### config.mk
export PLATFORM = sky130hd
export DESIGN_NAME = wavetable_sound_generator
export DESIGN_NICKNAME = d
export VERILOG_FILES = /design/src/sv/wsg_pkg.sv /design/src/sv/wsg_ram.sv /design/src/sv/wsg_voice.sv /design/src/sv/wavetable_sound_generator.sv
export SDC_FILE = /design/constraint.sdc
export NUM_CORES = 2
export LEC_CHECK = 0
export ABC_AREA = 1
export BUFFER_PORTS_ARGS = -buffer_cell sky130_fd_sc_hd__buf_2
export CORE_MARGIN = 3
export CORE_UTILIZATION = 52
export DETAILED_ROUTE_END_ITERATION = 7
export GPL_TIMING_DRIVEN = 1
export HOLD_SLACK_MARGIN = 0.06
export PLACE_DENSITY_LB_ADDON = 0.25
export SETUP_SLACK_MARGIN = 0.2
export SYNTH_ARGS = -nofsm -noshare
export SYNTH_HDL_FRONTEND = slang
export SYNTH_HIERARCHICAL = 1
export SYNTH_SLANG_ARGS = --single-unit
### constraint.sdc
create_clock -name clk_i -period 4.97 [get_ports clk_i]
set_input_delay 0.2485 -clock clk_i [delete_from_list [all_inputs] [get_ports clk_i]]
set_output_delay 0.2485 -clock clk_i [all_outputs]
set_load 0.1 [all_outputs]
### src/sv/wsg_pkg.sv
// ----------------------------------------------------------------------------
// Wavetable sound generator package
// Shared widths, bus command codes and the voice control bundle.
// ----------------------------------------------------------------------------
package wsg_pkg;

  localparam int WAVE_LENGTH  = 32;
  localparam int WAVE_AW      = $clog2(WAVE_LENGTH);
  localparam int CHANNELS_DEF = 3;
  localparam int SAMPLE_W     = 8;
  localparam int PITCH_W      = 12;
  localparam int VOL_W        = 4;
  localparam int MIX_W        = 11;
  localparam int BANK_W       = 6;

  typedef enum logic [1:0] {
    CMD_IDLE  = 2'd0,
    CMD_WRITE = 2'd1,
    CMD_READ  = 2'd2,
    CMD_RESET = 2'd3
  } cmd_e;

  typedef struct packed {
    logic fire;
    logic run;
    logic fch;
    logic en;
    logic t_hi;
    logic t_idx;
    logic t_pre;
  } vctl_t;

endpackage

### src/sv/wsg_ram.sv
// ----------------------------------------------------------------------------
// Generic RAM
// One write port and one read port with a registered, enabled read.
// ----------------------------------------------------------------------------
module wsg_ram #(
  parameter int WIDTH = 8,
  parameter int DEPTH = 32
) (
  input  logic                     clk_i,
  input  logic                     we_i,
  input  logic [$clog2(DEPTH)-1:0] waddr_i,
  input  logic [WIDTH-1:0]         wdata_i,
  input  logic                     re_i,
  input  logic [$clog2(DEPTH)-1:0] raddr_i,
  output logic [WIDTH-1:0]         rdata_o
);

  logic [WIDTH-1:0] mem_q [DEPTH];

  always_ff @(posedge clk_i) begin
    if (we_i) begin
      mem_q[waddr_i] <= wdata_i;
    end
    if (re_i) begin
      rdata_o <= mem_q[raddr_i];
    end
  end

endmodule

### src/sv/wsg_voice.sv
// ----------------------------------------------------------------------------
// Wavetable voice
// Pitch down counter, sample index, bit-serial volume multiply and output.
// ----------------------------------------------------------------------------
module wsg_voice (
  input  logic                          clk_i,
  input  logic                          rst_ni,
  input  wsg_pkg::vctl_t                ctl_i,
  input  logic [wsg_pkg::PITCH_W-1:0]   pitch_i,
  input  logic [wsg_pkg::VOL_W-1:0]     volume_i,
  input  logic [wsg_pkg::SAMPLE_W-1:0]  data_i,
  output logic [wsg_pkg::WAVE_AW-1:0]   sidx_o,
  output logic [wsg_pkg::SAMPLE_W-1:0]  level_o
);

  logic [wsg_pkg::PITCH_W-1:0]  pc_q, pc_d;
  logic [wsg_pkg::WAVE_AW-1:0]  sidx_q, sidx_d;
  logic                         step_q, step_d;
  logic [3:0]                   bcc_q, bcc_d;
  logic                         run_q, run_d;
  logic                         ser_q, ser_d;
  logic [wsg_pkg::VOL_W-1:0]    vl_q, vl_d;
  logic [4:0]                   accp_q, accp_d;
  logic [2:0]                   accl_q, accl_d;
  logic                         arm_q, arm_d;
  logic                         go_q, go_d;
  logic [wsg_pkg::SAMPLE_W-1:0] ch_q, ch_d;

  logic       lo_b, mid_b, hi_b, hi_cnt, ld, so, diff, wc, arm_r, go_r;
  logic [4:0] wv, acc, acc_sh;
  logic [wsg_pkg::SAMPLE_W-1:0] ch_r;

  always_comb begin
    lo_b   = (pc_q[3:0] == 4'd0);
    mid_b  = (pc_q[7:4] == 4'd0);
    hi_b   = (pc_q[11:8] == 4'd0);
    hi_cnt = ctl_i.t_hi | (lo_b & mid_b);
    ld     = !(ctl_i.fch | step_q);
    if (ld) begin
      pc_d = {pc_q[11:8] - {3'b0, hi_cnt}, pc_q[7:4] - {3'b0, lo_b}, pc_q[3:0] - 4'd1};
    end else begin
      pc_d = pitch_i;
    end
    step_d = ctl_i.t_idx ? (lo_b & mid_b) : (hi_cnt & hi_b);
    if (ctl_i.t_pre && ctl_i.fch) begin
      sidx_d = '1;
    end else if (step_d) begin
      sidx_d = sidx_q - wsg_pkg::WAVE_AW'(1);
    end else begin
      sidx_d = sidx_q;
    end
    bcc_d = ld ? bcc_q + 4'd1 : 4'd0;

    run_d = !ctl_i.run | ld;
    so    = run_d & ser_q;
    ser_d = data_i[bcc_q[2:0]];
    if (!ctl_i.run) begin
      vl_d = '0;
    end else if (!run_q && run_d) begin
      vl_d = volume_i;
    end else begin
      vl_d = vl_q;
    end
    diff   = so ^ ser_d;
    wv     = diff ? {ser_d, vl_d ^ {4{ser_d}}} : 5'd0;
    wc     = diff & ser_d;
    acc    = run_d ? accp_q : 5'd0;
    acc_sh = {acc[4], acc[4:1]};
    accp_d = acc_sh + wv + {4'b0, wc};
    accl_d = run_d ? {acc[0], accl_q[2:1]} : 3'd0;

    arm_r = run_d & arm_q;
    go_r  = run_d & go_q;
    ch_r  = ctl_i.en ? ch_q : '0;
    arm_d = run_d & bcc_d[3] & bcc_d[0];
    go_d  = run_d & ((!arm_r & arm_d) | go_r);
    if (!ctl_i.en) begin
      ch_d = '0;
    end else if (!go_r && go_d) begin
      ch_d = {acc, accl_d};
    end else begin
      ch_d = ch_r;
    end
  end

  assign sidx_o  = ctl_i.fire ? sidx_d : sidx_q;
  assign level_o = ch_r;

  always_ff @(posedge clk_i or negedge rst_ni) begin
    if (!rst_ni) begin
      pc_q   <= '0;
      sidx_q <= '0;
      step_q <= 1'b0;
      bcc_q  <= '0;
      run_q  <= 1'b0;
      ser_q  <= 1'b0;
      vl_q   <= '0;
      accp_q <= '0;
      accl_q <= '0;
      arm_q  <= 1'b0;
      go_q   <= 1'b0;
      ch_q   <= '0;
    end else if (ctl_i.fire) begin
      pc_q   <= pc_d;
      sidx_q <= sidx_d;
      step_q <= step_d;
      bcc_q  <= bcc_d;
      run_q  <= run_d;
      ser_q  <= ser_d;
      vl_q   <= vl_d;
      accp_q <= accp_d;
      accl_q <= accl_d;
      arm_q  <= arm_d;
      go_q   <= go_d;
      ch_q   <= ch_d;
    end
  end

endmodule

### src/sv/wavetable_sound_generator.sv
// ----------------------------------------------------------------------------
// Wavetable sound generator
// Three-voice wavetable sound device with ROM bank registers.
//
//   channel  dir  tdata (low bit up)                       tuser
//   s_axis   in   address[15:0], write_data[23:16]          command[1:0]
//   m_axis   out  read_data[7:0], rom_bank[13:8],           none
//                 audio_level[24:14], zero[31:25]
//
// One item per clock cycle sustained while the output is not stalled. The
// first stage reads the per-voice wave memories, the second updates
// registers and voices and loads the output register.
// Reset clears all control state; unwritten wave bytes read as zero through
// per-entry valid bits, so no clearing pass is needed.
// A stalled output register holds its item and back-pressure reaches the
// input within the same cycle.
// ----------------------------------------------------------------------------
module wavetable_sound_generator #(
  parameter int CHANNELS = wsg_pkg::CHANNELS_DEF
) (
  input  logic        clk_i,
  input  logic        rst_ni,
  input  logic        s_axis_tvalid_i,
  output logic        s_axis_tready_o,
  input  logic [23:0] s_axis_tdata_i,   // address, write_data
  input  logic [1:0]  s_axis_tuser_i,   // command
  output logic        m_axis_tvalid_o,
  input  logic        m_axis_tready_i,
  output logic [31:0] m_axis_tdata_o    // read_data, rom_bank, audio_level
);

  localparam int AW = wsg_pkg::WAVE_AW;
  localparam int SW = wsg_pkg::SAMPLE_W;
  localparam int BW = wsg_pkg::BANK_W;
  localparam int MW = wsg_pkg::MIX_W;

  localparam logic [15:0] ADDR_MASK  = 16'hF8FF;
  localparam logic [4:0]  SND_WINDOW = 5'h13;
  localparam logic [4:0]  BANK0_WIN  = 5'h0A;
  localparam logic [4:0]  BANK1_WIN  = 5'h0E;
  localparam logic [4:0]  BANK2_WIN  = 5'h12;
  localparam logic [4:0]  BANK3_WIN  = 5'h16;
  localparam logic [BW-1:0] BANK_SEL = 6'h3F;
  localparam logic [7:0]  WAVE_END   = 8'h60;
  localparam logic [7:0]  REG_BASE   = 8'h80;
  localparam logic [7:0]  REG_END    = 8'hA0;
  localparam logic [7:0]  TEST_BASE  = 8'hE0;
  localparam logic [3:0]  REG_PITCH_END = 4'h6;
  localparam logic [3:0]  REG_VOL0   = 4'hA;
  localparam logic [3:0]  REG_VOL_LAST = 4'hC;
  localparam logic [3:0]  REG_ENABLE = 4'hF;
  localparam logic [10:0] MIX_MASK   = 11'h7FF;

  logic                 a_valid_q, b_valid_q, out_valid_q;
  wsg_pkg::cmd_e        a_cmd_q, b_cmd_q;
  logic [15:0]          a_addr_q, b_addr_q;
  logic [SW-1:0]        a_wd_q, b_wd_q;
  logic [SW-1:0]        rd_q;
  logic [BW-1:0]        rb_q;
  logic [MW-1:0]        mix_q;

  logic [3:0][BW-1:0]                      bank_q, bank_n, bank_nx;
  logic [CHANNELS-1:0][wsg_pkg::PITCH_W-1:0] pitch_q, pitch_n;
  logic [CHANNELS-1:0][wsg_pkg::VOL_W-1:0]   vol_q, vol_n;
  logic [CHANNELS-1:0]                     en_q, en_n;
  logic [SW-1:0]                           test_q, test_n;
  logic [1:0]                              ef_q;
  logic [CHANNELS-1:0][wsg_pkg::WAVE_LENGTH-1:0] wvalid_q;

  logic s_fire, a_to_b, b_fire;
  logic b_wr, b_rq, b_run, b_sel, b_wedge, b_redge, snd_we, a_sel, a_cs;
  logic [4:0] b_wreg;
  logic [7:0] b_sa;
  logic [3:0] b_r;
  logic [SW-1:0] rd_n;
  logic [BW-1:0] rb_n;
  logic [MW-1:0] mix_n;

  logic [CHANNELS-1:0]         wave_we, fch, mine_b, rok_q, fwd_q;
  logic [CHANNELS-1:0][SW-1:0] fwdd_q, rdata, data, level;
  logic [CHANNELS-1:0][AW-1:0] raddr, sidx_nx;
  wsg_pkg::vctl_t [CHANNELS-1:0] vctl;

  assign b_fire = b_valid_q && (!out_valid_q || m_axis_tready_i);
  assign a_to_b = a_valid_q && (!b_valid_q || b_fire);
  assign s_axis_tready_o = !a_valid_q || a_to_b;
  assign s_fire = s_axis_tvalid_i && s_axis_tready_o;

  always_comb begin
    b_wr    = (b_cmd_q == wsg_pkg::CMD_WRITE);
    b_rq    = (b_cmd_q == wsg_pkg::CMD_READ);
    b_run   = (b_cmd_q != wsg_pkg::CMD_RESET);
    b_wreg  = 5'((b_addr_q & ADDR_MASK) >> 11);
    b_sa    = b_addr_q[7:0];
    b_r     = b_sa[3:0];
    b_sel   = (b_wreg == SND_WINDOW) && (bank_q[2] == BANK_SEL);
    b_wedge = b_wr && !ef_q[0];
    b_redge = b_rq && !ef_q[1];
    snd_we  = b_wedge && b_sel;

    bank_n = bank_q;
    if (b_wedge) begin
      case (b_wreg)
        BANK0_WIN: bank_n[0] = b_wd_q[BW-1:0];
        BANK1_WIN: bank_n[1] = b_wd_q[BW-1:0];
        BANK2_WIN: bank_n[2] = b_wd_q[BW-1:0];
        BANK3_WIN: bank_n[3] = b_wd_q[BW-1:0];
        default: ;
      endcase
    end
    bank_nx = b_fire ? bank_n : bank_q;

    pitch_n = pitch_q;
    vol_n   = vol_q;
    en_n    = en_q;
    test_n  = test_q;
    if (snd_we && b_sa >= REG_BASE && b_sa < REG_END) begin
      for (int c = 0; c < CHANNELS; c++) begin
        if (b_r < REG_PITCH_END && b_r[3:1] == 3'(c)) begin
          if (b_r[0]) begin
            pitch_n[c] = {b_wd_q[3:0], pitch_q[c][7:0]};
          end else begin
            pitch_n[c] = {pitch_q[c][11:8], b_wd_q};
          end
        end
        if (b_r >= REG_VOL0 && b_r <= REG_VOL_LAST && b_r == REG_VOL0 + 4'(c)) begin
          vol_n[c] = b_wd_q[3:0];
        end
        if (b_r == REG_ENABLE && c < 3) begin
          en_n[c] = b_wd_q[c];
        end
      end
    end else if (snd_we && b_sa >= TEST_BASE) begin
      test_n = b_wd_q;
    end

    rd_n = '0;
    for (int c = 0; c < CHANNELS; c++) begin
      mine_b[c]  = b_sel && b_sa < WAVE_END && b_sa[7:5] == 3'(c);
      wave_we[c] = b_fire && snd_we && mine_b[c] && !test_q[6];
      fch[c]     = snd_we && b_sa >= REG_BASE && b_sa < REG_END &&
                   b_r < REG_PITCH_END && b_r[3:1] == 3'(c);
      if (b_wr && mine_b[c] && !test_q[6]) begin
        data[c] = b_wd_q;
      end else if (fwd_q[c]) begin
        data[c] = fwdd_q[c];
      end else begin
        data[c] = rok_q[c] ? rdata[c] : '0;
      end
      if (b_redge && b_sel && b_sa < REG_BASE && b_sa[7:5] == 3'(c) && c < 3) begin
        rd_n = data[c];
      end
      vctl[c] = '{fire: b_fire, run: b_run, fch: fch[c], en: en_n[c],
                  t_hi: test_n[0], t_idx: test_n[1], t_pre: test_n[5]};
    end

    rb_n  = bank_n[b_addr_q[14:13] ^ 2'b10];
    mix_n = '0;
    for (int c = 0; c < CHANNELS; c++) begin
      mix_n = mix_n + MW'(level[c]);
    end
    mix_n = b_run ? (mix_n & MIX_MASK) : '0;

    a_cs  = (a_cmd_q == wsg_pkg::CMD_WRITE) || (a_cmd_q == wsg_pkg::CMD_READ);
    a_sel = (5'((a_addr_q & ADDR_MASK) >> 11) == SND_WINDOW) && (bank_nx[2] == BANK_SEL);
    for (int c = 0; c < CHANNELS; c++) begin
      if (a_cs && a_sel && a_addr_q[7:0] < WAVE_END && a_addr_q[7:5] == 3'(c)) begin
        raddr[c] = a_addr_q[AW-1:0];
      end else begin
        raddr[c] = ~sidx_nx[c];
      end
    end
  end

  for (genvar g = 0; g < CHANNELS; g++) begin : g_voice
    wsg_ram #(
      .WIDTH(SW),
      .DEPTH(wsg_pkg::WAVE_LENGTH)
    ) u_ram (
      .clk_i  (clk_i),
      .we_i   (wave_we[g]),
      .waddr_i(b_sa[AW-1:0]),
      .wdata_i(b_wd_q),
      .re_i   (a_to_b),
      .raddr_i(raddr[g]),
      .rdata_o(rdata[g])
    );

    wsg_voice u_voice (
      .clk_i   (clk_i),
      .rst_ni  (rst_ni),
      .ctl_i   (vctl[g]),
      .pitch_i (pitch_n[g]),
      .volume_i(vol_n[g]),
      .data_i  (data[g]),
      .sidx_o  (sidx_nx[g]),
      .level_o (level[g])
    );
  end

  always_ff @(posedge clk_i) begin
    if (s_fire) begin
      a_cmd_q  <= wsg_pkg::cmd_e'(s_axis_tuser_i);
      a_addr_q <= s_axis_tdata_i[15:0];
      a_wd_q   <= s_axis_tdata_i[23:16];
    end
    if (a_to_b) begin
      b_cmd_q  <= a_cmd_q;
      b_addr_q <= a_addr_q;
      b_wd_q   <= a_wd_q;
      for (int c = 0; c < CHANNELS; c++) begin
        fwdd_q[c] <= b_wd_q;
      end
    end
    if (b_fire) begin
      rd_q  <= rd_n;
      rb_q  <= rb_n;
      mix_q <= mix_n;
    end
  end

  always_ff @(posedge clk_i or negedge rst_ni) begin
    if (!rst_ni) begin
      a_valid_q   <= 1'b0;
      b_valid_q   <= 1'b0;
      out_valid_q <= 1'b0;
      bank_q      <= '0;
      pitch_q     <= '0;
      vol_q       <= '0;
      en_q        <= '0;
      test_q      <= '0;
      ef_q        <= '0;
      wvalid_q    <= '0;
      rok_q       <= '0;
      fwd_q       <= '0;
    end else begin
      if (s_fire) begin
        a_valid_q <= 1'b1;
      end else if (a_to_b) begin
        a_valid_q <= 1'b0;
      end
      if (a_to_b) begin
        b_valid_q <= 1'b1;
      end else if (b_fire) begin
        b_valid_q <= 1'b0;
      end
      if (b_fire) begin
        out_valid_q <= 1'b1;
      end else if (m_axis_tready_i) begin
        out_valid_q <= 1'b0;
      end
      if (b_fire) begin
        bank_q  <= bank_n;
        pitch_q <= pitch_n;
        vol_q   <= vol_n;
        en_q    <= en_n;
        test_q  <= test_n;
        ef_q    <= {b_rq, b_wr};
      end
      for (int c = 0; c < CHANNELS; c++) begin
        if (wave_we[c]) begin
          wvalid_q[c][b_sa[AW-1:0]] <= 1'b1;
        end
        if (a_to_b) begin
          rok_q[c] <= wvalid_q[c][raddr[c]];
          fwd_q[c] <= wave_we[c] && (raddr[c] == b_sa[AW-1:0]);
        end
      end
    end
  end

  assign m_axis_tvalid_o = out_valid_q;
  assign m_axis_tdata_o  = {7'b0, mix_q, rb_q, rd_q};

  a_hold_when_blocked: assert property (@(posedge clk_i) disable iff (!rst_ni)
    (a_valid_q && b_valid_q && !b_fire) |-> !s_axis_tready_o)
    else $error("input accepted while both stages are blocked");

  a_read_fills_stage: assert property (@(posedge clk_i) disable iff (!rst_ni)
    a_to_b |=> b_valid_q)
    else $error("wave read issued without an item entering the update stage");

  a_reset_silences: assert property (@(posedge clk_i) disable iff (!rst_ni)
    (b_fire && b_cmd_q == wsg_pkg::CMD_RESET) |=> (m_axis_tdata_o[24:14] == '0))
    else $error("audio level not zero after a reset-pin item");

  a_wave_write_sel: assert property (@(posedge clk_i) disable iff (!rst_ni)
    (|wave_we) |-> (b_fire && b_sel && b_wr))
    else $error("wave memory written outside a selected bus write");

endmodule

==> flow_metrics.py <==
metrics = {
    "timing": {
        "skew_ns": 0.05212,
        "final-hold-violation-count": 0,
        "setup_viol": 0,
        "clock.fmax_mhz": 221.5,
        "setup_slack_ns": 0.4554,
        "setup_tns_ns": 0,
        "maxSlewHeadroom_pct": 26.69,
        "min_period_ns": 4.515,
        "worst_slew_pin_slew_ns": 1.097,
        "rsz0062_at_grt": "true",
        "finalCritPeriodShare_pct": 90.84,
        "drv_slew": 0,
    },
    "placed_design": {
        "gp_congestion": 0.9357,
        "place_ws_ns": 0.2101,
        "port_buffers": 52,
        "dp.cells": 6710,
        "dpl.hpwl_um": 81290,
    },
    "detailed_routing": {
        "drt-vias-per-instance": 5.563,
        "wl_um": 134800,
        "initialDrtViolationCount": 3928,
        "wl_per_cell_um": 19.33,
        "drtPass1Iterations": 6,
        "drc_errors": 0,
        "ant_nets": 0,
        "vias": 38804,
    },
    "final_layout": {
        "drive_gt1_share_pct": 8.613,
        "diodes": 0,
        "layout.nets": 5581,
        "instances_no_fill": 6976,
        "syn_to_final_growth_pct": 10.50,
    },
    "logic_synthesis": {
        "ys_seq_area_share_pct": 62.78,
        "syn_avg_cell_area_um2": 9.998,
        "syn_inst": 5442,
        "synth_edf_count": 870,
        "synth_top_area_share_pct": 48.01,
        "yosysMostFrequentCell": "nand2_1",
        "synth-seq-cells": 1191,
        "synthDistinctLibCells": 60,
        "synth_common_cells": "1589 x nand2_1, 887 x nand3_1, 870 x edfxtp_1, 417 x inv_1, 321 x dfrtp_1",
        "postSynth.asyncResetShare_pct": 26.95,
        "synth_area_leader_cell": "edfxtp_1",
        "syn_area_mm2": 0.05441,
        "synthFlopType": "edfxtp_1",
        "synth_area_leaders": "edfxtp_1 48%, dfrtp_1 15%, nand2_1 11%",
        "ys_warn_count": 6,
    },
    "setup_path": {
        "worstPathArrival_ns": 4.96,
        "cp_common_cell": "nand2_1",
        "critPathCapture": "g_voice[1].u_ram/rdata_o[2]",
        "cp_slowest_stage_delay_ns": 0.44,
        "r2r_cells": 28,
        "endpoint_kind": "register",
        "cpMaxStageDelayCell": "edfxtp_1",
        "rrSetupSlack_ns": 0.46,
        "required_ns": 5.42,
        "startpoint": "b_addr_q[13]",
        "start_kind": "register",
        "crit_type": "register to register",
        "r2r_end": "g_voice[1].u_ram/rdata_o[2]",
        "r2r-start": "b_addr_q[13]",
        "path_max_fanout": 19,
    },
    "worst_hold_path": {
        "hold_path.class": "primary input to async pin",
    },
    "clock_tree": {
        "cts.sinks": 1191,
        "cts-root-buf": "clkbuf_16",
        "cts_tree": "built",
        "clk_latency_ns": 0.74,
        "h-tree-depth": 3,
        "path_clk_slew_ns": 0.07,
        "cts_buffers": 118,
        "clockBufferDepth": 3,
    },
    "die": {
        "die_h_um": 329.5,
        "die_area_mm2": 0.1086,
        "core_area_mm2": 0.1036,
        "start_util_pct": 52.50,
        "ios": 64,
        "std_cell_rows": 118,
        "die-width_um": 329.5,
    },
    "power_and_ir_drop": {
        "total_power_mw": 35.06,
        "p_leak_nw": 24.60,
        "ir_worst_vdd_v": 0.0004526,
        "power.density_mw_per_mm2": 583.1,
    },
    "run": {
        "drv_cap": 0,
    },
    "grt": {
        "grtUsageTotal_pct": 24.39,
        "gr-total-overflow": 0,
        "grt_pass1_wl_um": 207800,
        "grt_antenna_before_repair": 1,
        "grt_pass1_vias": 36821,
        "grt_start_max_net_pins": 140,
    },
    "status": {
        "status": "complete, no violations",
    },
}
==> worst min-delay path by stage <==
stage	to	from	slack, ns	cells after the start
2_1_floorplan	a_valid_q	rst_ni	-0.05	0
3_3_place_gp	pitch_q[1]	rst_ni	0.37	1
3_5_place_dp	vol_q[3]	rst_ni	0.37	1
4_1_cts	a_cmd_q[1]	s_axis_tuser_i[1]	0.18	2
5_1_grt	a_wd_q[1]	s_axis_tdata_i[17]	0.21	2
6_report	g_voice[0].u_voice/pc_q[4]	rst_ni	0.19	2
==> layout by cell type (no fill, tap or decap), drive strengths merged, types with 6 or more instances in the layout <==
cell         synthesis  final
inv                442    446
nor2               324    324
o211ai              11     11
fa                  15     15
a21oi              117    117
o221ai              28     28
nand3              895    895
ha                  40     40
dlygate4sd3          0     26
nand3b               7      7
o21ai              361    361
conb                 1      8
clkinv               4     52
edfxtp             870    870
bufinv               0     10
nand2             1625   1625
xor2                16     16
nand4               19     19
clkbuf              68    162
mux2i                6      6
buf                188    150
dfrtp              321    321
a22oi               24     24
nor3                19     19
==> layout make-up <==
cell class	count	area, µm²
repair inverters	1	7.507
clock buffers	156	3217
fillers	8741	43520
clock inverters	64	721.9
well taps	1380	1727
flip-flops and latches	1191	34160
multi-input cells	3556	16920
repair buffers	182	1678
inverters	446	1700
==> metrics by stage <==
step | cell area [µm²] | hold slack (ns) | util [%]
global placement | 55560 | 0.3660 | 53.60
detailed placement | 55560 | 0.3720 | 53.60
finish | 60130 | 0.1879 | 58.01
floorplan | 54440 | -0.04709 | -
CTS | 59760 | 0.1751 | 57.66
global route | 60130 | 0.2097 | 58.01
==> worst max-delay path: cells and delay by family (launching register included) <==
kind / cells / cell delay, ns
flip-flops: 1 / 0.44
AND/OR/NAND/NOR: 22 / 2.82
buffers and inverters: 5 / 0.84
AO/OA/AOI/OAI: 1 / 0.11
==> metal layers <==
metal | vias up | routed length (µm) | global-route usage [%]
li1 | 18536 | - | -
met1 | 18504 | 56210 | 33.72
met2 | 1471 | 63850 | 39.60
met3 | 291 | 9844 | 3.665
met4 | 2 | 4934 | 8.545
met5 | - | 16 | 0
==> cells by family (layout without fill, tap and decap cells) <==
group / after synthesis / after routing / share of synthesized area (%)
AND/OR/NAND/NOR: 2896 / 2896 / 23.09
adder cells (fa/ha/maj): 55 / 55 / 1.472
buffers and inverters: 702 / 849 / 6.280
AO/OA/AOI/OAI: 569 / 569 / 5.891
XOR/XNOR: 20 / 20 / 0.3357
multiplexers: 8 / 8 / 0.1518
flip-flops: 1191 / 1191 / 62.78
other: 1 / 8 / 0.006892
==> state kept, by name, summed over array words and instances, names as in the netlist, 15 cells and up <==
signal                  cells
wvalid_q                   96
bank_q                     24
pitch_q                    36
g_voice.u_voice/sidx_q     15
g_voice.u_ram/rdata_o      24
g_voice.u_voice/accp_q     15
g_voice.u_ram/mem_q       768
g_voice.u_voice/pc_q       36
g_voice.u_voice/ch_q       24
==> power breakdown <==
| part | switching [mW] | internal [mW] |
|---|---|---|
| Combinational | 9.38 | 3.56 |
| Clock | 3.88 | 5.11 |
| Sequential | 0.672 | 12.5 |
==> repair_timing <==
item,4_1_cts,5_1_grt
setup endpoints to repair,3,37
hold endpoints to repair,126,0
resized for setup,1,27
setup buffers,0,12
gates cloned,0,8
hold buffers,26,0
pin swaps,0,4
(Power assumes the default switching activity.)
